**src/hw/rtl/assert_macros.svh**
```systemverilog
// Assertion helpers; expect clk and rst_n in scope.
`ifndef ASSERT_MACROS_SVH
`define ASSERT_MACROS_SVH

// same-cycle implication
`define ASSERT_IMPL(lbl, ante, cons) \
  lbl: assert property (@(posedge clk) disable iff (!rst_n) (ante) |-> (cons)) \
    else $error("assertion failed");

// next-cycle implication
`define ASSERT_NEXT(lbl, ante, cons) \
  lbl: assert property (@(posedge clk) disable iff (!rst_n) (ante) |=> (cons)) \
    else $error("assertion failed");

`endif

```
**src/hw/rtl/cpf_pkg.sv**
```systemverilog
package cpf_pkg;

  localparam int COORD_W   = 16;
  localparam int LEN_W     = 15;
  localparam int FRAC_BITS = 12;
  localparam int CFG_IDX_W = 3;

  typedef logic signed [COORD_W-1:0] coord_t;

  typedef enum logic [CFG_IDX_W-1:0] {
    CFG_START_X     = 3'd0,
    CFG_START_Y     = 3'd1,
    CFG_START_Z     = 3'd2,
    CFG_DIR_X       = 3'd3,
    CFG_DIR_Y       = 3'd4,
    CFG_DIR_Z       = 3'd5,
    CFG_AXIS_LENGTH = 3'd6,
    CFG_CYL_RADIUS  = 3'd7
  } cfg_idx_t;

  typedef struct packed {
    coord_t             start_x;
    coord_t             start_y;
    coord_t             start_z;
    coord_t             dir_x;
    coord_t             dir_y;
    coord_t             dir_z;
    logic [LEN_W-1:0]   axis_length;
    logic [LEN_W-1:0]   cyl_radius;
  } cfg_t;

  // unit vector along x
  localparam coord_t DIR_X_RST = 16'sd4096;

endpackage

```
**src/hw/rtl/cpf_cfg_regs.sv**
```systemverilog
module cpf_cfg_regs import cpf_pkg::*; (
  input  logic                 clk,
  input  logic                 rst_n,
  input  logic                 cfg_we,
  input  logic [CFG_IDX_W-1:0] cfg_idx,
  input  logic [COORD_W-1:0]   cfg_wdata,
  output cfg_t                 cfg
);

  cfg_t cfg_r;
  cfg_t cfg_nxt;

  always_comb begin
    cfg_nxt = cfg_r;
    if (cfg_we) begin
      unique case (cfg_idx_t'(cfg_idx))
        CFG_START_X:     cfg_nxt.start_x     = coord_t'(cfg_wdata);
        CFG_START_Y:     cfg_nxt.start_y     = coord_t'(cfg_wdata);
        CFG_START_Z:     cfg_nxt.start_z     = coord_t'(cfg_wdata);
        CFG_DIR_X:       cfg_nxt.dir_x       = coord_t'(cfg_wdata);
        CFG_DIR_Y:       cfg_nxt.dir_y       = coord_t'(cfg_wdata);
        CFG_DIR_Z:       cfg_nxt.dir_z       = coord_t'(cfg_wdata);
        CFG_AXIS_LENGTH: cfg_nxt.axis_length = cfg_wdata[LEN_W-1:0];
        CFG_CYL_RADIUS:  cfg_nxt.cyl_radius  = cfg_wdata[LEN_W-1:0];
        default: ;
      endcase
    end
  end

  always_ff @(posedge clk) begin
    if (!rst_n) begin
      cfg_r <= '{start_x: '0, start_y: '0, start_z: '0, dir_x: DIR_X_RST,
                 dir_y: '0, dir_z: '0, axis_length: '0, cyl_radius: '0};
    end else begin
      cfg_r <= cfg_nxt;
    end
  end

  assign cfg = cfg_r;

endmodule

```
**config.mk**
```make
export PLATFORM = sky130hd
export DESIGN_NAME = cpf_cfg_regs
export DESIGN_NICKNAME = d
export VERILOG_FILES = /design/src/hw/rtl/assert_macros.svh /design/src/hw/rtl/cpf_pkg.sv /design/src/hw/rtl/cpf_cfg_regs.sv
export SDC_FILE = /design/constraint.sdc
export NUM_CORES = 1
export LEC_CHECK = 0
export CAP_MARGIN = 20
export CORE_ASPECT_RATIO = 0.7
export CORE_MARGIN = 3
export CORE_UTILIZATION = 40
export CTS_BUF_LIST = sky130_fd_sc_hd__clkbuf_2
export DETAILED_ROUTE_END_ITERATION = 12
export DONT_BUFFER_PORTS = 1
export PLACE_DENSITY = 0.59
export SYNTH_ARGS = -nofsm -noshare
export SYNTH_HDL_FRONTEND = slang
export SYNTH_SLANG_ARGS = --single-unit
```
**constraint.sdc**
```tcl
create_clock -name clk -period 1.3 [get_ports clk]
set_input_delay 0.13 -clock clk [delete_from_list [all_inputs] [get_ports clk]]
set_output_delay 0.13 -clock clk [all_outputs]
set_load 0.01 [all_outputs]
```
After elaboration in Yosys (flattened, before gate mapping). Cells that the tools add are included. Widths: inputs -> output; s select.

Word-level logic and storage cells: 24. Output and inout bits: 126. Input bits: 22. Register bits after elaboration: 126.

Reductions and logical operators: 9. Equal/unequal tests: 7.

Operator list (count): $reduce_and 2->1 (8); $eq 3x3->1 const B (4); $eq 3x2->1 const B (2); $eq 3x1->1 const B (1); $logic_not 3->1 (1).

Longest topological paths before layout.
Depth after elaboration: 2. Gate-level depth with buffers: 5. Mapped depth without buffers: 2.

Least setup slack after synthesis. Ideal clock, no wire load.

Path type: input to register. Start: input cfg_idx[1]. End: register cfg_r, in the netlist cfg[116]. Setup slack: 0.024 ns. Data arrival time: 1.150 ns. Stages: 5. Buffers on the path: 3. Library setup time: 0.126 ns. Required time: 1.174 ns. Path through: buf_6 -> or4b_1 -> buf_6 -> buf_6 -> mux2i_1.

Longest elaborated chain between the ends: 2.

RTL lines: from (decl) (line cpf_cfg_regs.sv:5) `input logic [CFG_IDX_W-1:0] cfg_idx,`; $logic_not 3->1 (line cpf_cfg_regs.sv:16) `unique case (cfg_idx_t'(cfg_idx))`; $reduce_and 2->1 (no line); to (signal assigned) (line cpf_cfg_regs.sv:32) `cfg_r <= '{start_x: '0, start_y: '0, start_z: '0, dir_x: DIR_X_RST,`; to (signal assigned) (line cpf_cfg_regs.sv:35) `cfg_r <= cfg_nxt;`; to (decl) (line cpf_cfg_regs.sv:10) `cfg_t cfg_r;`.

Every way passes these cells. A chain may end at the register's enable or synchronous reset.

Final worst setup path.
Start: input cfg_idx[1]. End: register cfg_r, in the netlist cfg[117].

The elaborated chain is that of the path after synthesis.

==> run metrics <==
Routed WL 13,000 um; CTS tree built; DP Worst Slack 114 ps; per-cell routed wire length 18.9 um; Pre-antenna DRT Iters 4; Hold Vio Cnt, Final 0; CTS clk-pin slew, worst paths 160 ps; Longest Clk Path Bufs 2; area grow syn2layout 31.6%; Cells after Synth 436; Worst Setup End Kind flop; CTS Root Cell clkbuf_2; Worst Path Required 1780 ps; # Post-CTS Setup Buffers 0; worst-path fanout max 16; Total GRT Usage 20.7%; Placer Congestion 0.711; CP startpoint kind input port; fin cells 688; later-pin clock latency in the skew report 610 ps; commonest non-fill, non-tap cell in the layout nand2_1; final setup vio count 0; Mapped Nets 458; CTS H-tree depth 4; CTS sink cnt 126; leading cell types in the layout, fill and taps excluded nand2_1, mux2i_1, dlygate4sd3_1; max FFs per register 126; die area 12,800 um2; yosys warns 0; VDD IR-drop max 513 uV; final hold slack 89.3 ps; pin count of the biggest net entering global routing 78; DRC viols 0; remaining antenna violation count 0; Seq/Total Area, Yosys 55.2%; Placement Rows 31; Fin Setup TNS 0 ps; run status completed; Final Core Density 55.9%; Crit Path Category in -> reg; library cells used by synthesis 13; clk_skew 0 ps; placed wire-length estimate 7700 um; Avg Vias per Cell 5.10; die height 95.4 um; CORE AREA 10,700 um2; initial antenna violation count 0; buffers added on ports 0; Max Cap Violations 0; fillcell total 954; #FFs+latches synth 126; Placed Cells 559; Least-Margin Pin Slew 458 ps; number of global-route vias before repair 3,761; Cell Area, Placed 4670 um2; Hold Path Class in -> reg; setup ws final 36.2 ps; footprint of the multi-input gates 1890 um2; vias 3,508; die width 134 um; Initial Util 42.5%; first-pass GRT wire length 20,300 um; Overflow after GRT 0; fin nets 553; Reg area 2610 um2; PwrDens 1130 nW/um2; post-layout minimum cycle time 1260 ps; fin crit share 97.2%; final non-filler cell area 6010 um2; f_max 0.791 GHz; max_slew headroom 69.4%; I/O pin cnt 148; CTS Buf Count 17; # diodes 0; Crit path arrival time 1740 ps; syn avg cell area 10.5 um2; Pwr Total 6.81 mW; Pins Over Slew Limit 0; share of cells above drive strength 1 18.7%; Leak Pwr 2.68 nW; Synth Cell Area 4570 um2; initial drt markers 120
[final cells by class]
type / count / share of cell area (%)
clock buffers: 17 / 1.42
multi-input cells: 277 / 31.5
repair buffers: 109 / 18.4
clock inverters: 11 / 2.12
flip-flops and latches: 126 / 43.5
well taps: 148 / 3.08
[per-layer routing]
| layer | track usage [%] | up-vias | part of all wire (%) |
|---|---|---|---|
| met5 | 0 | - | 0 |
| met4 | 4.88 | 0 | 0.75 |
| met3 | 10.5 | 11 | 10 |
| met2 | 32.5 | 129 | 45 |
| met1 | 25.6 | 1741 | 44 |
| li1 | - | 1627 | - |
[timing repair]
action	in CTS	in global routing
hold buffers	99	2
endpoints found under the setup margin	0	97
endpoints found under the hold margin	126	14
resized for setup	0	71
[critical path, cell delays in order]
cell and delay (ps):
dlygate4sd3_1 660, or4b_1 550, buf_4 240, mux2i_1 150
[where the power goes]
part	leakage [nW]	internal [mW]	total, mW	switching (mW)
clock network	0.131	0.994	2.32	1.33
logic	1.49	0.195	0.430	0.235
registers	1.05	3.95	4.06	0.105
[synthesized netlist by cell type]
cell       count  area, um2
nand2_1      141        529
dfxtp_1      126       2520
mux2i_1      126       1260
clkbuf_1      16       60.1
buf_2         13       65.1
buf_6          3       33.8
nand4b_1       3       26.3
nand4bb_1      2       22.5
nor2b_1        2       12.5
buf_4          1       7.51
nand4_1        1       6.26
nor4bb_1       1       10.0
or4b_1         1       10.0
[path summary, 6_finish.rpt]
kind	startpoint	end	slack, ps	cells after the start
worst max register to register	cfg[21]	cfg[21]	40	3
worst min register to register	cfg[51]	cfg[51]	500	2
worst max-delay path	cfg_idx[1]	cfg[117]	40	4
worst min-delay path	cfg_we	cfg[119]	90	3
[cells by family (layout without fill, tap and decap cells)]
family	after synthesis	after routing	share of synthesized area (%)
mux	126	126	27.6
flops	126	126	55.2
buf+inv	33	137	3.64
simple gates	151	151	13.5
(Power assumes the default switching activity.)
